<file path="src/rtl/lbfm_pkg.sv">
// shared types and constants for the laser beam footprint mask
package lbfm_pkg;

  localparam int CORDIC_STEPS = 24;
  localparam int ZW           = 32;
  localparam int GAIN_W       = 31;
  localparam int ROUND_SHIFT  = 34;
  localparam int MASK_BACKOFF = 10;
  localparam int ADDR_W       = 5;
  localparam int REG_IDX_W    = 3;

  localparam logic [GAIN_W-1:0] INV_GAIN = 31'd652032874;

  localparam logic [REG_IDX_W-1:0] REG_MIN_RANGE   = 3'd0;
  localparam logic [REG_IDX_W-1:0] REG_MAX_RANGE   = 3'd1;
  localparam logic [REG_IDX_W-1:0] REG_OFFSET_X    = 3'd2;
  localparam logic [REG_IDX_W-1:0] REG_OFFSET_Y    = 3'd3;
  localparam logic [REG_IDX_W-1:0] REG_MOUNT_ANGLE = 3'd4;
  localparam logic [REG_IDX_W-1:0] REG_FOOTPRINT   = 3'd5;

  typedef logic signed [ZW-1:0] atan_t;

  localparam atan_t ATAN_TAB [CORDIC_STEPS] = '{
    32'sd536870912, 32'sd316933406, 32'sd167458907, 32'sd85005268,
    32'sd42667331,  32'sd21354465,  32'sd10680862,  32'sd5340245,
    32'sd2670163,   32'sd1335087,   32'sd667544,    32'sd333772,
    32'sd166886,    32'sd83443,     32'sd41722,     32'sd20861,
    32'sd10430,     32'sd5215,      32'sd2608,      32'sd1304,
    32'sd652,       32'sd326,       32'sd163,       32'sd81
  };

  typedef struct packed {
    logic valid;
    logic bypass;
  } ctrl_t;

endpackage

</file>
<file path="src/rtl/lbfm_cordic_stage.sv">
// one registered cordic rotation step
module lbfm_cordic_stage #(
  parameter int RANGE_BITS = 16,
  parameter int XW         = 27,
  parameter int SHIFT      = 0
) (
  input  logic                          clk,
  input  logic                          rst_n,
  input  logic                          en,
  input  lbfm_pkg::ctrl_t               ctrl_i,
  input  logic [RANGE_BITS-1:0]         r_i,
  input  logic signed [XW-1:0]          x_i,
  input  logic signed [XW-1:0]          y_i,
  input  logic signed [lbfm_pkg::ZW-1:0] z_i,
  output lbfm_pkg::ctrl_t               ctrl_o,
  output logic [RANGE_BITS-1:0]         r_o,
  output logic signed [XW-1:0]          x_o,
  output logic signed [XW-1:0]          y_o,
  output logic signed [lbfm_pkg::ZW-1:0] z_o
);

  localparam lbfm_pkg::atan_t ATAN = lbfm_pkg::ATAN_TAB[SHIFT];

  lbfm_pkg::ctrl_t               ctrl_r;
  logic [RANGE_BITS-1:0]         r_r;
  logic signed [XW-1:0]          x_r, y_r;
  logic signed [lbfm_pkg::ZW-1:0] z_r;
  logic signed [XW-1:0]          dx, dy;

  assign dx = y_i >>> SHIFT;
  assign dy = x_i >>> SHIFT;

  always_ff @(posedge clk) begin
    if (!rst_n) begin
      ctrl_r <= '0;
    end else if (en) begin
      ctrl_r <= ctrl_i;
    end
  end

  always_ff @(posedge clk) begin
    if (en) begin
      r_r <= r_i;
      if (!z_i[lbfm_pkg::ZW-1]) begin
        x_r <= x_i - dx;
        y_r <= y_i + dy;
        z_r <= z_i - ATAN;
      end else begin
        x_r <= x_i + dx;
        y_r <= y_i - dy;
        z_r <= z_i + ATAN;
      end
    end
  end

  assign ctrl_o = ctrl_r;
  assign r_o    = r_r;
  assign x_o    = x_r;
  assign y_o    = y_r;
  assign z_o    = z_r;

endmodule

</file>
<file path="config.mk">
export PLATFORM = sky130hd
export DESIGN_NAME = lbfm_cordic_stage
export DESIGN_NICKNAME = d
export VERILOG_FILES = /design/src/rtl/lbfm_pkg.sv /design/src/rtl/lbfm_cordic_stage.sv
export SDC_FILE = /design/constraint.sdc
export NUM_CORES = 1
export LEC_CHECK = 0
export ABC_AREA = 1
export BUFFER_PORTS_ARGS = -buffer_cell sky130_fd_sc_hd__buf_2
export CAP_MARGIN = 20
export CORE_MARGIN = 5
export CORE_UTILIZATION = 55
export CTS_CLUSTER_DIAMETER = 100
export DETAILED_ROUTE_END_ITERATION = 7
export GPL_TIMING_DRIVEN = 0
export PLACE_DENSITY_LB_ADDON = 0.15
export SETUP_SLACK_MARGIN = 0.1
export SLEW_MARGIN = 5
export SYNTH_ARGS = -nofsm -noshare
export SYNTH_HDL_FRONTEND = slang
export SYNTH_SLANG_ARGS = --single-unit
</file>
<file path="constraint.sdc">
create_clock -name clk -period 2.4 [get_ports clk]
set_input_delay 0.12 -clock clk [delete_from_list [all_inputs] [get_ports clk]]
set_output_delay 0.12 -clock clk [all_outputs]
set_load 0.02 [all_outputs]
</file>
Word level (Yosys, flattened, before mapping)
Index checks and enable logic that the tools add are counted.
- add/subtract/negate cells: 5
- mux-type cells: 3
- operator list (kind ; number):
    $mux W27 ; 2
    $sub A27 B27 Y27 ; 2
    $add A32 B31 Y32 const B ; 1
    $mux W32 ; 1
    $sub A32 B31 Y32 const B ; 1
    $add A27 B27 Y27 ; 1
- bits of input ports: 107
- register bits after elaboration: 104

Longest topological paths before layout
- depth after elaboration: 2
- depth in mapped cells: 16
- depth with buffers taken out: 15

Worst setup path before layout
No wires, ideal clock.
- path kind: input to register
- start: in x_i[0]
- end: reg y_r[16] (netlist: y_o[16]), data pin
- stages on the path: 12
- slack: 0.684 ns
- arrival time: 1.464 ns
- cells stage by stage: ha_1 -> fa_1 -> nand2_1 -> nand2_1 -> and2_1 -> nand2_1 -> nand2_1 -> nand2_1 -> nand2_1 -> xnor2_1 -> nand2_1 -> nand2_1
- word-level cells in the longest chain between the ends: 2
- elaborated cells on any way between the ends: 3
- RTL lines (what ; line ; text):
    from (decl) ; lbfm_cordic_stage.sv:12 ; input logic signed [XW-1:0] x_i,
    $add A27 B27 Y27 or $sub A27 B27 Y27 (tied branches) ; lbfm_cordic_stage.sv:46, lbfm_cordic_stage.sv:50 ;
    $mux W27 (*) ; lbfm_cordic_stage.sv:44 ; if (!z_i[lbfm_pkg::ZW-1]) begin
    to (signal assigned) ; lbfm_cordic_stage.sv:46 ; y_r <= y_i + dy;
    to (signal assigned) ; lbfm_cordic_stage.sv:50 ; y_r <= y_i - dy;
    to (decl) ; lbfm_cordic_stage.sv:26 ; logic signed [XW-1:0] x_r, y_r;
Every way passes the cells marked *; elsewhere a longest branch is shown, timed or not.
A chain may end at the register's enable or synchronous reset.

Worst setup path after layout
- start: in x_i[4]
- end: reg y_r[15] (netlist: y_o[15]), data pin
Same word-level chain as after synthesis.

==> summary.md <==
The deepest clock path buffer count was 2. The tools report the final clock skew as 0 ns. The kind of start point of the critical path is an input pin. The post-CTS resize count was 0.

The run finished with clean final reports. The congestion estimate from routability-driven global placement came to 0.947. In this run the power density over the cells is 562 nW/um^2. The number of max-slew violations in the final report was 0. Master cell of the clock root buffer: clkbuf_16. The final-layout worst hold slack was 0.0345 ns. The routed design has 31,600 microns of wire. Setup repair after global routing left no endpoint under its margin.

Hold-fix buffer count after cts: 45. The arrival time of data at the critical path endpoint is 2.21 ns, and the initial DRC count is 968. Once the floorplan was initialized, standard cells occupied 55.7% of the core.

The path class of the tightest hold or removal check is in -> reg. The die covers 18,700 sq um. Entering global routing, the biggest net connects 58 pins.

For the number of warnings issued by yosys, the log shows 0. The total of max-cap violations was 0. For the met1 layer usage reported by global route, the log shows 43.5%. Of all nets on the critical path, the largest fanout is 10.

The antenna cell count is 0. For the pin with the worst max-slew slack, the measured transition is 0.932 ns. The area of combinational cells with multiple inputs is 4780 sq um. From bottom edge to top edge, the die measures 137 microns. After routing the design area is 10,900 sq um.

The net count of the mapped netlist is 1,437. The floorplan has 46 rows. The average wire per cell in the routed design is 18.2 microns, and the average instance area after synthesis is 7.06 sq um. Global-route layer with the greatest usage: met2.

The cell taking the most area after synthesis was edfxtp_1. The highest achievable clock rate is 0.469 GHz. The half-perimeter wire length after detailed placement was 24,500 microns; the clock latency of the later-clocked register in the worst-skew pair was 0.34 ns. The number of setup buffers added after CTS is 0. The run gives 3070 sq um as the total area of sequential cells. The share of the synthesized area in the top cell type is 34.4%.

After clock tree synthesis, the clock-pin slew on the worst setup and hold paths is 0.07 ns. In this run the static leakage power is 5.71 nW. Measured along the x axis, the die boundary spans 137 microns. The number of placed instances, taps included, is 1,674. The total of flip-flops plus latches after synthesis came out at 103.

Wire length of the first global-routing pass: 47,200 microns. For this run, the total global-route usage over all layers was measured as 33.2%. The number of clock sinks seen by CTS came out at 103. Adding up every negative setup slack in the final design gives 0 ns. Using the TritonRoute via totals, the vias-per-cell ratio works out to 5.49. By area the synthesized netlist is led by edfxtp_1 (34%), nand2_1 (16%), ha_1 (11%). For the worst setup path, the data required time is 2.48 ns.

The post-route worst setup slack is 0.267 ns. Compared with the post-synthesis result, the final layout area differs by 24.0%. The final setup violation count was 0. For the number of global-route vias before repair, the log shows 8,959. The detail route stage leaves a number of antenna-violating nets equal to 0. TritonCTS built the clock tree. The type of the setup path with the least slack was in -> reg.

For the share of the yosys chip area belonging to registers, the log shows 34.9%. For this run the aggregate overflow at the end of global routing stands at 0. For this run, global-route usage on met3 was measured as 6.25%.

The clock tree synthesis step divided the H-tree into 3 levels. In this run the tightest slew margin relative to its limit is 37.9%. The tools report the type of element capturing the critical path as a flip-flop.

The minimum setup slack after placement is 0.0516 ns, and the initial antenna violation count is 0. The via count is 9,530, and the fraction of the cycle the final worst path needs is 88.9%. For this design the top-level I/O count stands at 211. Post-layout net count: 1,703. Once placement finished, the instance area stood at 10,200 sq um. After layout, the minimum clock period comes to 2.13 ns.

The number of hold violations in the final report came out at 0. The first TritonRoute pass finished after 6 iterations. In this run the standard cell core region covers 15,800 sq um. The number of port buffers came out at 209. The run gives 9 as the number of clock buffers inserted by TritonCTS. In the synthesized netlist, the number of instances is 1,248. Of the cells placed in the final design, the portion with a size suffix greater than 1 is 17.0%. The filler cells instantiated in the layout total 1,341. The run gives 0 as the number of design rule violations left after detail routing.

After the flow finishes, the layout carries non-filler instances totaling 1,735. Counting distinct cell types in the post-synthesis netlist gives 35. The logs give 0.569 mV for the worst-case vdd ir drop and 8810 sq um for the netlist area before placement. The met2 routing resource usage after global routing came out at 54.3%.
## critical path, cell delays in order
cell and delay [ns]:
buf_2 0.11, inv_1 0.05, ha_1 0.33, buf_4 0.19, a21oi_1 0.37, o21ai_0 0.20
inv_1 0.08, nand2_1 0.14, nand2_1 0.12, a21oi_1 0.06, o21ai_0 0.43
## cell families after synthesis
logic type | Yosys count | synth area share, %
buf+inv | 238 | 10.9
mux | 1 | 0.114
flops | 103 | 34.9
simple gates | 637 | 30.2
xor+xnor | 19 | 1.89
compound gates | 168 | 10.1
fa+ha+maj | 82 | 12.0
## power breakdown
part           total (mW)  internal (mW)  switching [mW]  leakage [nW]
registers            2.29           2.23          0.0591          1.00
logic                2.23          0.711            1.52          4.54
clock network        1.62          0.932           0.691         0.163
## placed cells by master (no fill, tap or decap), types with 3 or more instances in the layout
cell type	Yosys	final
nand2_1	380	380
buf_2	17	225
inv_1	201	201
nand3_1	120	120
edfxtp_1	101	101
nor2_1	88	88
a21oi_1	86	86
ha_1	78	78
o21ai_0	58	58
dlygate4sd3_1	0	45
nand4_1	29	29
xor2_1	17	17
o21bai_1	14	14
buf_4	8	9
clkbuf_16	0	9
nor3_1	7	7
clkbuf_1	7	7
a31oi_1	4	4
nor2b_1	4	4
fa_1	4	4
and2_1	3	3
o22ai_1	3	3
inv_6	0	3
## routing by layer
layer | part of all wire, % | vias up
met4 | 4.1 | 0
met5 | 0 | -
met1 | 40 | 4346
met3 | 11 | 76
met2 | 45 | 537
li1 | - | 4571
## synth_stat cells
library cell,count
edfxtp_1,101
a21oi_1,86
nor3_1,7
nand2_2,1
clkbuf_1,7
dfxtp_1,2
o21ai_0,58
and2_1,3
nand2_1,380
o21bai_1,14
inv_1,201
a21boi_0,1
xnor2_1,2
nor2_1,88
mux2i_1,1
or2_2,1
and2_0,2
inv_2,1
nor3_2,1
buf_4,8
ha_1,78
nor4_1,1
buf_2,17
xor2_1,17
fa_1,4
clkbuf_2,2
o22ai_1,3
clkbuf_8,1
nand3_1,120
clkinv_1,1
o21a_1,1
nor2b_1,4
a31oi_1,4
nand4_1,29
o31ai_1,1
## cell type report
type,instances,area share (%)
clock buffer,9,2.06
clock inverter,7,0.939
sequential,103,28.1
inverter,203,6.97
timing repair buffer,255,13.9
multi-input combinational,907,43.8
buffer,35,1.79
tap,216,2.47
## sequential cells by signal, summed over array words and instances (netlist names)
signal  cells
z_o        32
y_o        26
x_o        27
r_o        16
ctrl_o      2
## path summary, 6_finish.rpt
kind	start	end	slack, ns	cells past startpoint
max	x_i[4]	y_o[15]	0.27	11
min reg2reg	ctrl_o[1]	ctrl_o[1]	0.55	2
max reg2reg	ctrl_o[0]	ctrl_o[0]	1.73	2
min	ctrl_i[1]	ctrl_o[1]	0.03	3
## per-stage QoR
stage                     utilization [%]  power (mW)
after detailed placement             64.1        4.42
final                                69.1        6.14
after CTS                            69.1        6.07
after global placement               64.0        4.38
after global routing                 69.1        6.44
after floorplan                         -        3.65
(Power assumes the default switching activity.)
