### src/rtl/lbfm_pkg.sv
// shared types and constants for the laser beam footprint mask
package lbfm_pkg;

  localparam int CORDIC_STEPS = 24;
  localparam int ZW           = 32;
  localparam int GAIN_W       = 31;
  localparam int ROUND_SHIFT  = 34;
  localparam int MASK_BACKOFF = 10;
  localparam int ADDR_W       = 5;
  localparam int REG_IDX_W    = 3;

  localparam logic [GAIN_W-1:0] INV_GAIN = 31'd652032874;

  localparam logic [REG_IDX_W-1:0] REG_MIN_RANGE   = 3'd0;
  localparam logic [REG_IDX_W-1:0] REG_MAX_RANGE   = 3'd1;
  localparam logic [REG_IDX_W-1:0] REG_OFFSET_X    = 3'd2;
  localparam logic [REG_IDX_W-1:0] REG_OFFSET_Y    = 3'd3;
  localparam logic [REG_IDX_W-1:0] REG_MOUNT_ANGLE = 3'd4;
  localparam logic [REG_IDX_W-1:0] REG_FOOTPRINT   = 3'd5;

  typedef logic signed [ZW-1:0] atan_t;

  localparam atan_t ATAN_TAB [CORDIC_STEPS] = '{
    32'sd536870912, 32'sd316933406, 32'sd167458907, 32'sd85005268,
    32'sd42667331,  32'sd21354465,  32'sd10680862,  32'sd5340245,
    32'sd2670163,   32'sd1335087,   32'sd667544,    32'sd333772,
    32'sd166886,    32'sd83443,     32'sd41722,     32'sd20861,
    32'sd10430,     32'sd5215,      32'sd2608,      32'sd1304,
    32'sd652,       32'sd326,       32'sd163,       32'sd81
  };

  typedef struct packed {
    logic valid;
    logic bypass;
  } ctrl_t;

endpackage

### src/rtl/lbfm_geom.sv
// gain scaling, offset, squared distance, footprint compare and range select
module lbfm_geom #(
  parameter int RANGE_BITS = 16,
  parameter int XW         = 27
) (
  input  logic                         clk,
  input  logic                         rst_n,
  input  logic                         en,
  input  lbfm_pkg::ctrl_t              ctrl_i,
  input  logic [RANGE_BITS-1:0]        r_i,
  input  logic signed [XW-1:0]         x_i,
  input  logic signed [XW-1:0]         y_i,
  input  logic [RANGE_BITS-1:0]        min_range,
  input  logic signed [RANGE_BITS-1:0] offset_x,
  input  logic signed [RANGE_BITS-1:0] offset_y,
  input  logic [RANGE_BITS-1:0]        footprint_radius,
  output logic                         valid_o,
  output logic [RANGE_BITS:0]          range_o,
  output logic                         masked_o
);

  localparam int PRW = XW + lbfm_pkg::GAIN_W;
  localparam int PW  = RANGE_BITS + 6;
  localparam int SW  = 2 * PW;
  localparam int OW  = RANGE_BITS + 4;
  localparam int QW  = 2 * OW;

  localparam logic signed [lbfm_pkg::GAIN_W-1:0] GAIN_S = signed'(lbfm_pkg::INV_GAIN);
  localparam logic signed [PRW-1:0] ROUND_C = PRW'(1) <<< (lbfm_pkg::ROUND_SHIFT - 1);
  localparam logic [RANGE_BITS:0]   BACKOFF = (RANGE_BITS + 1)'(lbfm_pkg::MASK_BACKOFF);

  lbfm_pkg::ctrl_t c1_r, c2_r, c3_r;
  logic [RANGE_BITS-1:0] r1_r, r2_r, r3_r;

  // stage 1: gain multiply
  logic signed [PRW-1:0] prodx_nxt, prody_nxt, prodx_r, prody_r;
  assign prodx_nxt = PRW'(x_i) * PRW'(GAIN_S);
  assign prody_nxt = PRW'(y_i) * PRW'(GAIN_S);

  // stage 2: round to q4 and add offset
  logic signed [PRW-1:0] sumx, sumy, qx, qy;
  logic signed [OW-1:0]  offx16, offy16;
  logic signed [PW-1:0]  px_nxt, py_nxt, px_r, py_r;
  assign sumx   = prodx_r + ROUND_C;
  assign sumy   = prody_r + ROUND_C;
  assign qx     = sumx >>> lbfm_pkg::ROUND_SHIFT;
  assign qy     = sumy >>> lbfm_pkg::ROUND_SHIFT;
  assign offx16 = signed'({offset_x, 4'b0000});
  assign offy16 = signed'({offset_y, 4'b0000});
  assign px_nxt = PW'(qx) + PW'(offx16);
  assign py_nxt = PW'(qy) + PW'(offy16);

  // stage 3: squares
  logic signed [SW-1:0] sqx_nxt, sqy_nxt;
  logic [SW-1:0]        sqx_r, sqy_r;
  logic [OW-1:0]        rq;
  logic [QW-1:0]        rsq_nxt, rsq_r;
  assign sqx_nxt = px_r * px_r;
  assign sqy_nxt = py_r * py_r;
  assign rq      = {footprint_radius, 4'b0000};
  assign rsq_nxt = QW'(rq) * QW'(rq);

  // stage 4: compare and select
  logic [SW:0]         d2;
  logic                hit;
  logic                masked_r;
  logic [RANGE_BITS:0] range_r;
  logic                valid_r;
  assign d2  = (SW + 1)'(sqx_r) + (SW + 1)'(sqy_r);
  assign hit = !c3_r.bypass && (d2 < (SW + 1)'(rsq_r));

  always_ff @(posedge clk) begin
    if (!rst_n) begin
      c1_r    <= '0;
      c2_r    <= '0;
      c3_r    <= '0;
      valid_r <= 1'b0;
    end else if (en) begin
      c1_r    <= ctrl_i;
      c2_r    <= c1_r;
      c3_r    <= c2_r;
      valid_r <= c3_r.valid;
    end
  end

  always_ff @(posedge clk) begin
    if (en) begin
      r1_r    <= r_i;
      prodx_r <= prodx_nxt;
      prody_r <= prody_nxt;
      r2_r    <= r1_r;
      px_r    <= px_nxt;
      py_r    <= py_nxt;
      r3_r    <= r2_r;
      sqx_r   <= SW'(sqx_nxt);
      sqy_r   <= SW'(sqy_nxt);
      rsq_r   <= rsq_nxt;
      masked_r <= hit;
      range_r  <= hit ? ({1'b0, min_range} - BACKOFF) : {1'b0, r3_r};
    end
  end

  assign valid_o  = valid_r;
  assign range_o  = range_r;
  assign masked_o = masked_r;

endmodule

### config.mk
export PLATFORM = sky130hd
export DESIGN_NAME = lbfm_geom
export DESIGN_NICKNAME = d
export VERILOG_FILES = /design/src/rtl/lbfm_pkg.sv /design/src/rtl/lbfm_geom.sv
export SDC_FILE = /design/constraint.sdc
export NUM_CORES = 2
export LEC_CHECK = 0
export BUFFER_PORTS_ARGS = -buffer_cell sky130_fd_sc_hd__buf_4
export CELL_PAD_IN_SITES_DETAIL_PLACEMENT = 0
export CELL_PAD_IN_SITES_GLOBAL_PLACEMENT = 1
export CORE_MARGIN = 2
export CORE_UTILIZATION = 53
export CTS_CLUSTER_DIAMETER = 100
export DETAILED_ROUTE_END_ITERATION = 10
export PLACE_DENSITY = 0.95
export SLEW_MARGIN = 20
export SYNTH_ARGS = -nofsm -noshare
export SYNTH_HDL_FRONTEND = slang
export SYNTH_SLANG_ARGS = --single-unit
### constraint.sdc
create_clock -name clk -period 8.9 [get_ports clk]
set_input_delay 0.89 -clock clk [delete_from_list [all_inputs] [get_ports clk]]
set_output_delay 0.89 -clock clk [all_outputs]
set_load 0.005 [all_outputs]
# After elaboration in Yosys (flattened, before gate mapping)
# Index checks and enable logic that the tools add are counted.
[totals] ff_bits=347 in_bits=139
[op_classes] n_lt_le_gt_ge=1 mul=5 add_sub_neg=6 n_reduce_logical=2 n_mux=1
[op_table] operator="56-bit by 35-bit adder with 56-bit output, second input constant" count=2
[op_table] operator="27-bit by 30-bit multiplier with 55-bit output, second input constant" count=2
[op_table] operator="22-bit by 22-bit multiplier with 44-bit output" count=2
[op_table] operator="44-bit by 44-bit adder with 45-bit output" count=1
[op_table] operator="45-bit by 40-bit less-than comparator with 1-bit output" count=1
[op_table] operator="22-bit by 20-bit adder with 22-bit output" count=2
[op_table] operator="16-bit by 16-bit multiplier with 32-bit output" count=1
[op_table] operator="16-bit by 4-bit subtractor with 17-bit output, second input constant" count=1
[op_table] operator="16-bit 2-to-1 mux" count=1
[op_table] operator="1-bit logical AND" count=1
[op_table] operator="1-bit zero test" count=1

# Logic depth before layout (Yosys ltp)
[depth] word_depth=4 depth_mapped=28 mapped_depth_nobuf=26

# Least setup slack after synthesis
# Ideal clock, no wire load.
[synth_path] path_type="reg2reg" start="reg px_r[16]" end="reg sqx_r[40], data pin" required_ns=8.765 path_slack_ns=1.558 t_arrival_ns=7.207 path_stages_with_launch=25 cell_sequence="edfxtp_1 > clkbuf_1 > clkbuf_1 > nand2_1 > fa_1 > inv_1 > fa_1 > fa_1 > fa_1 > fa_1 > fa_1 > inv_1 > fa_1 > inv_1 > ha_1 > a21o_1 > a21o_1 > a2111oi_0 > o21a_1 > o21ai_1 > or3_1 > a211oi_1 > nor3_1 > or4_1 > nand3_1"
[synth_via] elab_chain_len=1
[synth_rtl] item="start, declared" line="lbfm_geom.sv:43" source="logic signed [PW-1:0] px_nxt, py_nxt, px_r, py_r;"
[synth_rtl] item="start signal, assigned" line="lbfm_geom.sv:92" source="px_r <= px_nxt;"
[synth_rtl] item="22-bit by 22-bit multiplier with 44-bit output" line="lbfm_geom.sv:58" source="assign sqx_nxt = px_r * px_r;"
[synth_rtl] item="named net sqx_nxt[40]" line="lbfm_geom.sv:54" source="logic signed [SW-1:0] sqx_nxt, sqy_nxt;"
[synth_rtl] item="end signal, assigned" line="lbfm_geom.sv:95" source="sqx_r <= SW'(sqx_nxt);"
[synth_rtl] item="end, declared" line="lbfm_geom.sv:55" source="logic [SW-1:0] sqx_r, sqy_r;"
# The timed path passes the listed nets, and every way through them passes these cells.
# A chain may end at the register's enable or synchronous reset.

# Final worst setup path
[layout_path] start="reg px_r[2]" end="reg sqx_r[30], data pin"
# Same word-level chain as after synthesis.

==> results by group <==
Outcome
  – Status: finished clean

Finish
  – Area grow syn2layout: 5.87%
  – Total Nets Final: 10800
  – Leading cell type in the layout, fill and taps excluded: inv_1
  – # fillers: 12600
  – Finished Cell Area: 83500 µm²
  – Most frequent cells in the layout: inv_1 (2405), fa_1 (1757), ha_1 (1047)
  – Layout cell share with drive strength beyond 1: 3.84%

Worst hold path
  – Worst Hold End: r3_r[8]$_DFFE_PP_
  – Worst min path class: flip-flop to flip-flop
  – WHS Path Cells: 0
  – Hold path start: r2_r[8]$_DFFE_PP_

Global routing
  – Largest net degree at the start of global routing: 92
  – Grt total ovfl: 0
  – Total GRT Usage: 25.5%
  – First-pass GRT wire length: 305000 µm
  – Vias in the first global route: 58900
  – Antenna violations before repair: 4

Route
  – WL/cell: 19.0 µm
  – DRT antenna net count: 0
  – DRT Pass-1 Iters: 6
  – DR vias: 52100
  – DRC errors left: 0
  – Iteration-0 DRC Markers: 3107
  – Final WL: 186000 µm
  – Vias per cell: 5.31

Timing
  – Worst Tran Pin Value: 1.19 ns
  – Clock Skews: 0.0298 ns
  – Hold Vio Cnt, Final: 0
  – Setup TNS: 0 ns
  – Fmax: 118 MHz
  – Count of final max-slew check failures: 0
  – RSZ-0062 raised after global routing: false
  – Min Clock Period, post-route: 8.50 ns
  – Final worst-path cycle share: 95.5%
  – Relative slew margins: 20.5%
  – Final setup fails: 0

Die
  – Row cnt: 141
  – Die area: 152000 µm²
  – Core Footprint: 148000 µm²
  – Die Y: 390 µm
  – I/O pins: 158
  – Initial core utilization: 53.4%
  – Die X: 390 µm

Logic synthesis
  – Post-Synthesis Cells: 7749
  – Fraction of registers with async set/reset: 0%
  – Synth unique cells: 81
  – Yosys warning count: 0
  – Post-synth EDFFs: 271
  – Yosys reg bits: 278
  – Post-Syn Area: 78900 µm²
  – Post-Syn Nets: 10700
  – Top FF cell, synth: edfxtp_1
  – Syn_area_per_cell: 10.2 µm²
  – Seq/Total Area, Yosys: 10.5%

Worst setup path
  – Critical path peak fanout: 23
  – CP max stage cell: edfxtp_1
  – Critical Path RT: 9.20 ns
  – R2r endpoint: sqx_r[30]$_DFFE_PP_
  – Worst reg-to-reg setup slack: 0.40 ns
  – CP Class: flip-flop to flip-flop
  – CP arrival: 8.80 ns
  – Worst r2r path cells: 22
  – Crit-path cells: nand2_1 -> fa_1 -> fa_1 -> inv_1 -> fa_1 -> inv_1 -> fa_1 -> fa_1 -> fa_1 -> inv_1 -> fa_1 -> ha_1 -> a21o_1 -> a21oi_1 -> o21ai_0 -> a21oi_1 -> o2bb2ai_1 -> o31ai_1 -> a2111oi_1 -> o31ai_1 -> a21oi_1 -> xnor2_1
  – CP dominant cell by count: fa_1
  – Worst R2R Start: px_r[2]$_DFFE_PP_
  – Critical Path Sink Type: flip-flop
  – CP startpoint kind: flip-flop
  – Origin of the worst setup path: px_r[2]$_DFFE_PP_
  – Slowest stage delay, CP: 1.14 ns

Place
  – DP Area: 82300 µm²
  – Hpwl dp: 163000 µm
  – PortBufs: 157
  – Final GP Congestion: 0.976

Clocking
  – Clk pin slew, worst setup/hold paths: 0.06 ns
  – CTS Buffer Depth: 3
  – TritonCTS clock tree: done
  – Sink Count: 278
  – H-tree levels: 2
  – Num CTS Buffers: 34
  – Root Driver: clkbuf_16
  – Skew-Pair Late Insertion Delay: 0.57 ns
  – Setup Fix Bufs, Post-CTS: 0
  – Post-cts resize count: 0
  – Hold_buf cts: 0

Job
  – Max cap viols: 0
-- how the worst max path moves through the flow --
stage	endpoint	slack, ns	cells past startpoint
2_1_floorplan	sqx_r[40]$_DFFE_PP_	1.56	24
3_3_place_gp	sqx_r[40]$_DFFE_PP_	0.67	22
3_5_place_dp	sqx_r[40]$_DFFE_PP_	0.50	22
4_1_cts	sqx_r[40]$_DFFE_PP_	0.47	22
5_1_grt	sqx_r[40]$_DFFE_PP_	0.01	22
6_report	sqx_r[30]$_DFFE_PP_	0.40	22
-- sequential cells by signal (all words and copies together) (netlist names), 17 cells and up --
name and cells:
prodx_r 23, prody_r 23, px_r 22, py_r 22
range_o 17, rsq_r 31, sqx_r 42, sqy_r 42
-- cell families (layout without fill, tap and decap cells) --
family,Yosys count,after routing,synth area share [%]
other,0,1,0
muxes,30,30,0.446
and+or+nand+nor,1198,1198,7.39
AOI/OAI and AO/OA,612,612,5.13
buffers and inverters,2525,2661,12.0
DFF,278,278,10.5
xor gates and xnor gates,302,302,3.35
adders and majority gates,2804,2804,61.2
-- worst max-delay path, delay by kind of cell, from the launching register on --
kind | cells | cell delay [ns]
compound gates | 9 | 2.65
fa+ha+maj | 8 | 3.94
xor+xnor | 1 | 0.09
simple gates | 1 | 0.26
flops | 1 | 1.14
buf+inv | 3 | 0.16
-- cell usage after synthesis (11+ instances only) --
cell type	number	area [µm²]
nand3_1	66	330
fa_1	1757	35200
clkbuf_1	114	428
nand4_1	36	225
o21ai_1	14	70.1
nor4_1	12	75.1
inv_1	2405	9030
o21bai_1	31	233
xor2_1	84	736
and2_1	217	1360
xnor2_1	218	1910
or2_2	20	125
nor3_1	41	205
o21a_1	32	240
o21ai_0	81	405
a21oi_1	187	936
nand2_1	454	1700
a21o_1	118	886
nor2_1	179	672
a211oi_1	16	120
o211ai_1	11	82.6
ha_1	1047	13100
or3_1	14	87.6
and3_1	31	194
nor2b_1	72	450
a31oi_1	14	87.6
edfxtp_1	271	8140
nand2b_1	36	225
-- metrics by stage --
step	cells	setup slack [ns]	util (%)	hold slack [ns]
after floorplan	7749	1.56	-	0.400
after global placement	9751	0.666	55.7	0.401
final	9816	0.403	56.5	0.413
after global routing	9815	0.0146	56.5	0.424
after CTS	9814	0.467	56.5	0.418
after detailed placement	9752	0.497	55.7	0.405
-- metal layers --
| metal | share of wire, % | track usage, % | wire (µm) | vias to the layer above |
|---|---|---|---|---|
| li1 | - | - | - | 23500 |
| met4 | 3.4 | 7.73 | 6380 | 6 |
| met3 | 6.6 | 3.90 | 12300 | 373 |
| met1 | 40 | 32.6 | 73900 | 26600 |
| met2 | 50 | 44.8 | 93500 | 1569 |
| met5 | 0.021 | 0 | 40 | - |
-- layout make-up --
| cell class | count | area [µm²] | share of cell area [%] |
|---|---|---|---|
| Antenna cell | 1 | 2.50 | 0.00300 |
| Multi-Input combinational cell | 4946 | 61100 | 73.2 |
| Timing Repair Buffer | 193 | 1480 | 1.78 |
| Clock buffer | 38 | 887 | 1.06 |
| Sequential cell | 278 | 8280 | 9.91 |
| Inverter | 2406 | 9030 | 10.8 |
| Tap cell | 1930 | 2410 | 2.89 |
| Clock inverter | 24 | 302 | 0.361 |
Power is not shown: default switching activity piles up to over one toggle a cycle in this logic, so the estimate is an artifact.
